==> src/frq_pkg.sv <==
// Shared constants, codes and types for the ready queue with remove.
// No dependencies; frq_if, frq_ctrl, the top level and frq_checker use it by scoped names.
package frq_pkg;

  localparam int QUEUE_DEPTH = 64;
  localparam int ID_WIDTH    = 6;

  // Field widths of the words on the channels.
  localparam int ACT_W = 2;
  localparam int TID_W = 6;
  localparam int STS_W = 2;
  localparam int OID_W = 6;
  localparam int OCC_W = 7;

  localparam int IDX_W = $clog2(QUEUE_DEPTH);
  localparam int CNT_W = $clog2(QUEUE_DEPTH + 1);

  localparam logic [ACT_W-1:0] ACT_ENQ = 2'd0;
  localparam logic [ACT_W-1:0] ACT_DEQ = 2'd1;
  localparam logic [ACT_W-1:0] ACT_RMV = 2'd2;

  localparam logic [STS_W-1:0] ST_OK       = 2'd0;
  localparam logic [STS_W-1:0] ST_FULL     = 2'd1;
  localparam logic [STS_W-1:0] ST_EMPTY    = 2'd2;
  localparam logic [STS_W-1:0] ST_NOTFOUND = 2'd3;

  typedef enum logic [1:0] {
    S_IDLE,
    S_WALK,
    S_RESP
  } state_t;

  // Request from the sequencer to the entry RAM.
  typedef struct packed {
    logic                we;
    logic [IDX_W-1:0]    waddr;
    logic [ID_WIDTH-1:0] wdata;
    logic [IDX_W-1:0]    raddr;
  } mem_req_t;

endpackage

==> src/frq_if.sv <==
// Valid/ready channel interfaces for the input and result words.
// Depends on frq_pkg for the field widths.
interface frq_in_if;
  logic                        valid;
  logic                        ready;
  logic [frq_pkg::ACT_W-1:0]   action;
  logic [frq_pkg::TID_W-1:0]   thread_id;

  modport source (output valid, output action, output thread_id, input ready);
  modport sink   (input valid, input action, input thread_id, output ready);
endinterface

interface frq_out_if;
  logic                        valid;
  logic                        ready;
  logic [frq_pkg::STS_W-1:0]   status;
  logic [frq_pkg::OID_W-1:0]   out_id;
  logic [frq_pkg::OCC_W-1:0]   occupancy;

  modport source (output valid, output status, output out_id, output occupancy, input ready);
  modport sink   (input valid, input status, input out_id, input occupancy, output ready);
endinterface

==> src/frq_ram.sv <==
// Generic single-write, single-read RAM with registered read data.
// No dependencies.
module frq_ram #(
  parameter int DEPTH = 64,
  parameter int WIDTH = 6
) (
  input  logic                     clk,
  input  logic                     we,
  input  logic [$clog2(DEPTH)-1:0] waddr,
  input  logic [WIDTH-1:0]         wdata,
  input  logic [$clog2(DEPTH)-1:0] raddr,
  output logic [WIDTH-1:0]         rdata
);

  logic [WIDTH-1:0] mem [DEPTH];

  always_ff @(posedge clk) begin
    if (we) begin
      mem[waddr] <= wdata;
    end
    rdata <= mem[raddr];
  end

endmodule

==> src/frq_ctrl.sv <==
// Sequencer of the ready queue: takes a word, walks the entry RAM through
// its single read port, closes gaps, and holds the result word.
// Depends on frq_pkg and frq_if.
module frq_ctrl (
  input  logic                          clk,
  input  logic                          rst_n,
  frq_in_if.sink                        in_ch,
  frq_out_if.source                     out_ch,
  output frq_pkg::mem_req_t             mem_req,
  input  logic [frq_pkg::ID_WIDTH-1:0]  mem_rdata
);

  localparam int IDX_W = frq_pkg::IDX_W;
  localparam int CNT_W = frq_pkg::CNT_W;
  localparam int IDW   = frq_pkg::ID_WIDTH;
  localparam int STS_W = frq_pkg::STS_W;

  frq_pkg::state_t state_r, state_nxt;

  logic [CNT_W-1:0] cnt_r, cnt_nxt;
  logic [CNT_W-1:0] rd_idx_r, rd_idx_nxt;
  logic             pv_r, pv_nxt;
  logic [IDX_W-1:0] pidx_r, pidx_nxt;
  logic             found_r, found_nxt;
  logic [IDW-1:0]   got_r, got_nxt;
  logic [IDW-1:0]   key_r, key_nxt;
  logic             deq_r, deq_nxt;
  logic [STS_W-1:0] sts_r, sts_nxt;

  logic                      ov_r, ov_nxt;
  logic [STS_W-1:0]          o_sts_r, o_sts_nxt;
  logic [frq_pkg::OID_W-1:0] o_id_r, o_id_nxt;
  logic [frq_pkg::OCC_W-1:0] o_occ_r, o_occ_nxt;

  logic in_acc, rd_en, walk_done, hit, out_free;

  assign in_acc    = in_ch.valid && in_ch.ready;
  assign rd_en     = rd_idx_r < cnt_r;
  assign walk_done = !rd_en && !pv_r;
  assign hit       = deq_r ? (pidx_r == '0) : (mem_rdata == key_r);
  assign out_free  = !ov_r || out_ch.ready;

  // Next state
  always_comb begin
    state_nxt = state_r;
    case (state_r)
      frq_pkg::S_IDLE: begin
        if (in_acc) begin
          if ((in_ch.action == frq_pkg::ACT_DEQ || in_ch.action == frq_pkg::ACT_RMV) &&
              cnt_r != '0) begin
            state_nxt = frq_pkg::S_WALK;
          end else begin
            state_nxt = frq_pkg::S_RESP;
          end
        end
      end
      frq_pkg::S_WALK: begin
        if (walk_done) begin
          state_nxt = frq_pkg::S_RESP;
        end
      end
      frq_pkg::S_RESP: begin
        if (out_free) begin
          state_nxt = frq_pkg::S_IDLE;
        end
      end
      default: state_nxt = frq_pkg::S_IDLE;
    endcase
  end

  // Datapath and outputs
  always_comb begin
    in_ch.ready   = (state_r == frq_pkg::S_IDLE);
    mem_req.we    = 1'b0;
    mem_req.waddr = cnt_r[IDX_W-1:0];
    mem_req.wdata = key_r;
    mem_req.raddr = rd_idx_r[IDX_W-1:0];

    cnt_nxt    = cnt_r;
    rd_idx_nxt = rd_idx_r;
    pv_nxt     = pv_r;
    pidx_nxt   = pidx_r;
    found_nxt  = found_r;
    got_nxt    = got_r;
    key_nxt    = key_r;
    deq_nxt    = deq_r;
    sts_nxt    = sts_r;

    ov_nxt    = ov_r && !out_ch.ready;
    o_sts_nxt = o_sts_r;
    o_id_nxt  = o_id_r;
    o_occ_nxt = o_occ_r;

    case (state_r)
      frq_pkg::S_IDLE: begin
        if (in_acc) begin
          key_nxt    = in_ch.thread_id[IDW-1:0];
          deq_nxt    = (in_ch.action == frq_pkg::ACT_DEQ);
          rd_idx_nxt = '0;
          pv_nxt     = 1'b0;
          found_nxt  = 1'b0;
          got_nxt    = '0;
          sts_nxt    = frq_pkg::ST_OK;
          case (in_ch.action)
            frq_pkg::ACT_ENQ: begin
              if (cnt_r == CNT_W'(frq_pkg::QUEUE_DEPTH)) begin
                sts_nxt = frq_pkg::ST_FULL;
              end else begin
                mem_req.we    = 1'b1;
                mem_req.wdata = in_ch.thread_id[IDW-1:0];
                cnt_nxt       = cnt_r + CNT_W'(1);
              end
            end
            frq_pkg::ACT_DEQ: begin
              if (cnt_r == '0) sts_nxt = frq_pkg::ST_EMPTY;
            end
            frq_pkg::ACT_RMV: begin
              if (cnt_r == '0) sts_nxt = frq_pkg::ST_NOTFOUND;
            end
            default: sts_nxt = frq_pkg::ST_OK;
          endcase
        end
      end
      frq_pkg::S_WALK: begin
        // Read entry rd_idx while the word of entry pidx arrives; once the
        // match is taken every later entry moves one place toward the head.
        rd_idx_nxt = rd_idx_r + CNT_W'(rd_en);
        pv_nxt     = rd_en;
        pidx_nxt   = rd_idx_r[IDX_W-1:0];
        if (pv_r) begin
          if (!found_r && hit) begin
            found_nxt = 1'b1;
            got_nxt   = mem_rdata;
          end else if (found_r) begin
            mem_req.we    = 1'b1;
            mem_req.waddr = pidx_r - IDX_W'(1);
            mem_req.wdata = mem_rdata;
          end
        end
        if (walk_done) begin
          sts_nxt = found_r ? frq_pkg::ST_OK : frq_pkg::ST_NOTFOUND;
          cnt_nxt = cnt_r - CNT_W'(found_r);
        end
      end
      frq_pkg::S_RESP: begin
        if (out_free) begin
          ov_nxt    = 1'b1;
          o_sts_nxt = sts_r;
          o_id_nxt  = frq_pkg::OID_W'(got_r);
          o_occ_nxt = frq_pkg::OCC_W'(cnt_r);
        end
      end
      default: ;
    endcase
  end

  assign out_ch.valid     = ov_r;
  assign out_ch.status    = o_sts_r;
  assign out_ch.out_id    = o_id_r;
  assign out_ch.occupancy = o_occ_r;

  always_ff @(posedge clk) begin
    if (!rst_n) begin
      state_r <= frq_pkg::S_IDLE;
      cnt_r   <= '0;
      ov_r    <= 1'b0;
      pv_r    <= 1'b0;
    end else begin
      state_r <= state_nxt;
      cnt_r   <= cnt_nxt;
      ov_r    <= ov_nxt;
      pv_r    <= pv_nxt;
    end
  end

  always_ff @(posedge clk) begin
    rd_idx_r <= rd_idx_nxt;
    pidx_r   <= pidx_nxt;
    found_r  <= found_nxt;
    got_r    <= got_nxt;
    key_r    <= key_nxt;
    deq_r    <= deq_nxt;
    sts_r    <= sts_nxt;
    o_sts_r  <= o_sts_nxt;
    o_id_r   <= o_id_nxt;
    o_occ_r  <= o_occ_nxt;
  end

endmodule

==> src/fifo_ready_queue_with_remove.sv <==
// First-come first-served queue of thread ids with enqueue, dequeue and remove by id.
// Enqueue, and any word that finds the queue full or empty or carries the unused action
// code, goes from acceptance straight to the result state, which loads the output register
// once it is free. Dequeue and remove walk every stored entry through the one read port of
// the entry RAM, finding the match and shifting the later entries toward the head in the
// same pass, then load the result. One word is in work at a time; a finished result waits
// in the output register while the next word is taken. No clearing pass.
// Depends on frq_pkg, frq_if, frq_ram and frq_ctrl.
module fifo_ready_queue_with_remove (
  input  logic       clk,
  input  logic       rst_n,
  frq_in_if.sink     in_ch,
  frq_out_if.source  out_ch
);

  frq_pkg::mem_req_t              mem_req;
  logic [frq_pkg::ID_WIDTH-1:0]   mem_rdata;

  frq_ctrl u_ctrl (
    .clk       (clk),
    .rst_n     (rst_n),
    .in_ch     (in_ch),
    .out_ch    (out_ch),
    .mem_req   (mem_req),
    .mem_rdata (mem_rdata)
  );

  frq_ram #(
    .DEPTH (frq_pkg::QUEUE_DEPTH),
    .WIDTH (frq_pkg::ID_WIDTH)
  ) u_entry_ram (
    .clk   (clk),
    .we    (mem_req.we),
    .waddr (mem_req.waddr),
    .wdata (mem_req.wdata),
    .raddr (mem_req.raddr),
    .rdata (mem_rdata)
  );

endmodule

==> src/flat_wrapper.sv <==
// flat-port wrapper written by rule: the top's interface ports become plain ports
module fifo_ready_queue_with_remove_flat 
  (clk, rst_n, in_ch_valid, in_ch_action, in_ch_thread_id, in_ch_ready, out_ch_valid, out_ch_status, out_ch_out_id, out_ch_occupancy, out_ch_ready);
  frq_in_if in_ch_i ();
  frq_out_if out_ch_i ();
  input  logic clk;
  input  logic rst_n;
  input wire logic [$bits(in_ch_i.valid)-1:0] in_ch_valid;
  input wire logic [$bits(in_ch_i.action)-1:0] in_ch_action;
  input wire logic [$bits(in_ch_i.thread_id)-1:0] in_ch_thread_id;
  output wire logic [$bits(in_ch_i.ready)-1:0] in_ch_ready;
  output wire logic [$bits(out_ch_i.valid)-1:0] out_ch_valid;
  output wire logic [$bits(out_ch_i.status)-1:0] out_ch_status;
  output wire logic [$bits(out_ch_i.out_id)-1:0] out_ch_out_id;
  output wire logic [$bits(out_ch_i.occupancy)-1:0] out_ch_occupancy;
  input wire logic [$bits(out_ch_i.ready)-1:0] out_ch_ready;
  assign in_ch_i.valid = in_ch_valid;
  assign in_ch_i.action = in_ch_action;
  assign in_ch_i.thread_id = in_ch_thread_id;
  assign in_ch_ready = in_ch_i.ready;
  assign out_ch_valid = out_ch_i.valid;
  assign out_ch_status = out_ch_i.status;
  assign out_ch_out_id = out_ch_i.out_id;
  assign out_ch_occupancy = out_ch_i.occupancy;
  assign out_ch_i.ready = out_ch_ready;
  fifo_ready_queue_with_remove u_core (.clk(clk), .rst_n(rst_n), .in_ch(in_ch_i), .out_ch(out_ch_i));
endmodule
==> config.mk <==
export PLATFORM = sky130hd
export DESIGN_NAME = fifo_ready_queue_with_remove_flat
export DESIGN_NICKNAME = d
export VERILOG_FILES = /design/src/frq_pkg.sv /design/src/frq_if.sv /design/src/frq_ram.sv /design/src/frq_ctrl.sv /design/src/fifo_ready_queue_with_remove.sv /design/src/flat_wrapper.sv
export SDC_FILE = /design/constraint.sdc
export NUM_CORES = 1
export LEC_CHECK = 0
export BUFFER_PORTS_ARGS = -buffer_cell sky130_fd_sc_hd__buf_2
export CAP_MARGIN = 15
export CORE_ASPECT_RATIO = 1.75
export CORE_UTILIZATION = 50
export DETAILED_ROUTE_END_ITERATION = 12
export PLACE_DENSITY = 0.71
export SETUP_SLACK_MARGIN = 0.1
export SLEW_MARGIN = 20
export SYNTH_ARGS = -nofsm -noshare
export SYNTH_HDL_FRONTEND = slang
export SYNTH_SLANG_ARGS = --single-unit
==> constraint.sdc <==
create_clock -name clk -period 8.2 [get_ports clk]
set_input_delay 0.82 -clock clk [delete_from_list [all_inputs] [get_ports clk]]
set_output_delay 0.82 -clock clk [all_outputs]
set_load 0.05 [all_outputs]
==> impl_metrics.tcl <==
set metrics [dict create \
    finalSetupTns_ps 0 \
    dpl_cell_area_um2 18700 \
    rows 91 \
    yosysWarnings 0 \
    overflow 0 \
    setup_ws_ps 4560 \
    critical_path_class "reg -> reg" \
    finish.instance_area_um2 19900 \
    wl_mm 40.5 \
    critical_path.max_stage_delay_ps 680 \
    gp_congestion 0.904 \
    synth_seq_cells 445 \
    finalSetupViolCount 0 \
    first_global_vias 9882 \
    setup.worst_path.start_class "flop" \
    cts_made_buffers 36 \
    port_buffers 28 \
    die_w_um 146 \
    r2r_start "u_core.u_ctrl.state_r[0]$_SDFFE_PN0P_" \
    min_path_type "reg -> reg" \
    max_freq_ghz 0.274 \
    cap_violations 0 \
    antenna_found_initial 0 \
    status "finished clean" \
    postCtsHoldBufs 0 \
    viasPerCell 6.10 \
    die_height_um 254 \
    grt_pass1_wl_mm 61.4 \
    dp_slack_ps 4300 \
    syn_area_um2 18100 \
    stdcell_count 1528 \
    initial_core_util 0.511 \
    fin_crit_ps 3640 \
    yosysUniqueCellTypes 62 \
    crit_chain "nand2b_1, inv_4, a31oi_1, a222oi_1, clkinv_1, buf_4" \
    power_density_nw_per_um2 243 \
    rsz0062_at_grt "no" \
    end_kind "flop" \
    critPathLaunch "u_core.u_ctrl.state_r[0]$_SDFFE_PN0P_" \
    htree_levels 2 \
    syn_to_final_growth_pct 9.94 \
    post_cts_resized 0 \
    min_from "u_core.u_ctrl.got_r[1]$_SDFFCE_PN0P_" \
    drtAntennaViolNets 0 \
    detail_route.wl_per_cell_um 26.5 \
    fin_skew_ps 23.5 \
    crit_slowest_cell "dfxtp_1" \
    ioPinCount 29 \
    drcViolationCount 0 \
    cts_tree "built" \
    ys.flop_type "edfxtp_1" \
    synthArstFlopShare 0 \
    dp_hpwl_mm 26.4 \
    root_buffer "clkbuf_16" \
    cp_data_required_time_ps 8420 \
    tightestPinTransition_ps 1060 \
    slew_viol_final 0 \
    final_hold_viol_count 0 \
    die_area_um2 37000 \
    arrival_ps 3860 \
    post-route-period-util 0.444 \
    diodes 0 \
    synth_edf_count 428 \
    syn_area_per_cell_um2 18.1 \
    track_usage 0.229 \
    syn_inst 999 \
    ys_seq_area_frac 0.729 \
    max_slew_margin 0.292 \
    via_count 9323 \
    cts_sinks 445 \
    firstDrtPassIters 5 \
    grt_max_degree 95 \
    critical_path.max_fanout 40 \
    insertion_delay_ps 550 \
    clk_pin_slew_ps 70 \
    nets 1070 \
    drive_above_1_share 0.198 \
    core_um2 35400 \
    syn_nets 1032 \
    dp.cells 1464 \
    clock_path_buffers 3 \
    p_leak_nw 6.26 \
    cts_setup_buffers 0 \
    drtIter0Drc 769 \
    ir_worst_vdd_mv 0.126 \
]
kinds of logic after synthesis:
family                   count (synthesis)  synth area share
buffers and inverters                   65            0.0165
XOR/XNOR                                16           0.00775
AND/OR/NAND/NOR                        211            0.0545
AO/OA/AOI/OAI                          124            0.0470
multiplexers                           117             0.130
adder cells (fa/ha/maj)                 21            0.0149
flip-flops                             445             0.729
Yosys cell counts (all sizes together) (10+ instances only):
library cell / n / area [um2]
edfxtp: 428 / 12900
nor2b: 13 / 81.3
nand2b: 10 / 62.6
dfxtp: 17 / 340
nor2: 103 / 394
nand2: 41 / 159
a22oi: 14 / 105
xnor2: 10 / 87.6
a211oi: 16 / 125
mux4: 93 / 2090
clkbuf: 12 / 45.0
inv: 24 / 92.6
ha: 20 / 250
and2: 11 / 68.8
a21oi: 22 / 110
buf: 28 / 158
mux2i: 14 / 140
o21ai: 22 / 110
mux2: 10 / 113
registers in the layout (all words and copies together) (netlist names), 7 cells and up:
name                            cells
u_core.u_ctrl.cnt_r                 7
u_core.u_ctrl.out_ch.occupancy      7
u_core.u_ctrl.rd_idx_r              7
u_core.u_entry_ram.mem            384
worst max-delay path, delay by kind of cell, from the launching register on:
family / cells / cell delay [ps]
flops: 1 / 680
compound gates: 2 / 650
simple gates: 1 / 370
buf+inv: 3 / 1560
layout by cell type (no fill, tap or decap), types with 4 or more instances in the layout:
cell type  synthesis  layout
edfxtp_1         428     428
nor2_1           102     102
mux4_2            93      93
nand2_1           39      39
clkbuf_16          0      37
buf_2             18      28
o21ai_0           22      22
a21oi_1           22      22
ha_1              20      20
inv_1             23      19
dfxtp_1           17      17
a211oi_1          15      15
mux2i_1           14      14
a22oi_1           14      14
nor2b_1           13      13
clkinv_1           1      11
and2_1            11      11
buf_4              4      11
nand2b_1          10      10
mux2_2            10      10
xnor2_1           10      10
o22ai_1            7       7
and3_1             7       7
nand3_1            6       6
xor2_1             6       6
a31oi_1            5       5
o31ai_1            5       5
o21a_1             5       5
clkbuf_1          12       5
clkinv_2           0       5
a222oi_1           4       4
nor3_1             4       4
bufinv_16          0       4
metrics by stage:
stage | utilization | hold slack, ps | power [W]
global route | 0.561 | 429 | 0.00497
CTS | 0.561 | 426 | 0.00486
finish | 0.561 | 425 | 0.00483
floorplan | - | 400 | 0.00299
global placement | 0.529 | 401 | 0.00315
detailed placement | 0.529 | 407 | 0.00316
path summary, 6_finish.rpt:
path | to | slack [ps] | cells after the start
max reg2reg | u_core.u_entry_ram.mem[61][2]$_DFFE_PP_ | 4560 | 6
min | u_core.u_ctrl.out_ch.out_id[1]$_DFFE_PP_ | 420 | 0
max | u_core.u_entry_ram.mem[61][2]$_DFFE_PP_ | 4560 | 6
min reg2reg | u_core.u_ctrl.out_ch.out_id[1]$_DFFE_PP_ | 420 | 0
cell type report:
type | instances | area (um2)
well taps | 465 | 582
inverters | 25 | 101
multi-input cells | 489 | 4600
clock inverters | 22 | 216
flip-flops and latches | 445 | 13200
fillers | 2620 | 15500
clock buffers | 42 | 945
repair buffers | 40 | 243
where the power goes:
group | internal [W] | switching [W] | total [W]
logic | 0.000156 | 0.000322 | 0.000478
registers | 0.00260 | 0.0000292 | 0.00262
clock network | 0.000957 | 0.000774 | 0.00173
total | 0.00371 | 0.00113 | 0.00483
layer usage:
metal	wire, um	up-vias	track usage
met5	0	-	0
met2	21900	379	0.416
li1	-	4074	-
met1	13800	4753	0.250
met4	2560	0	0.144
met3	2210	117	0.0352
(Power assumes the default switching activity.)
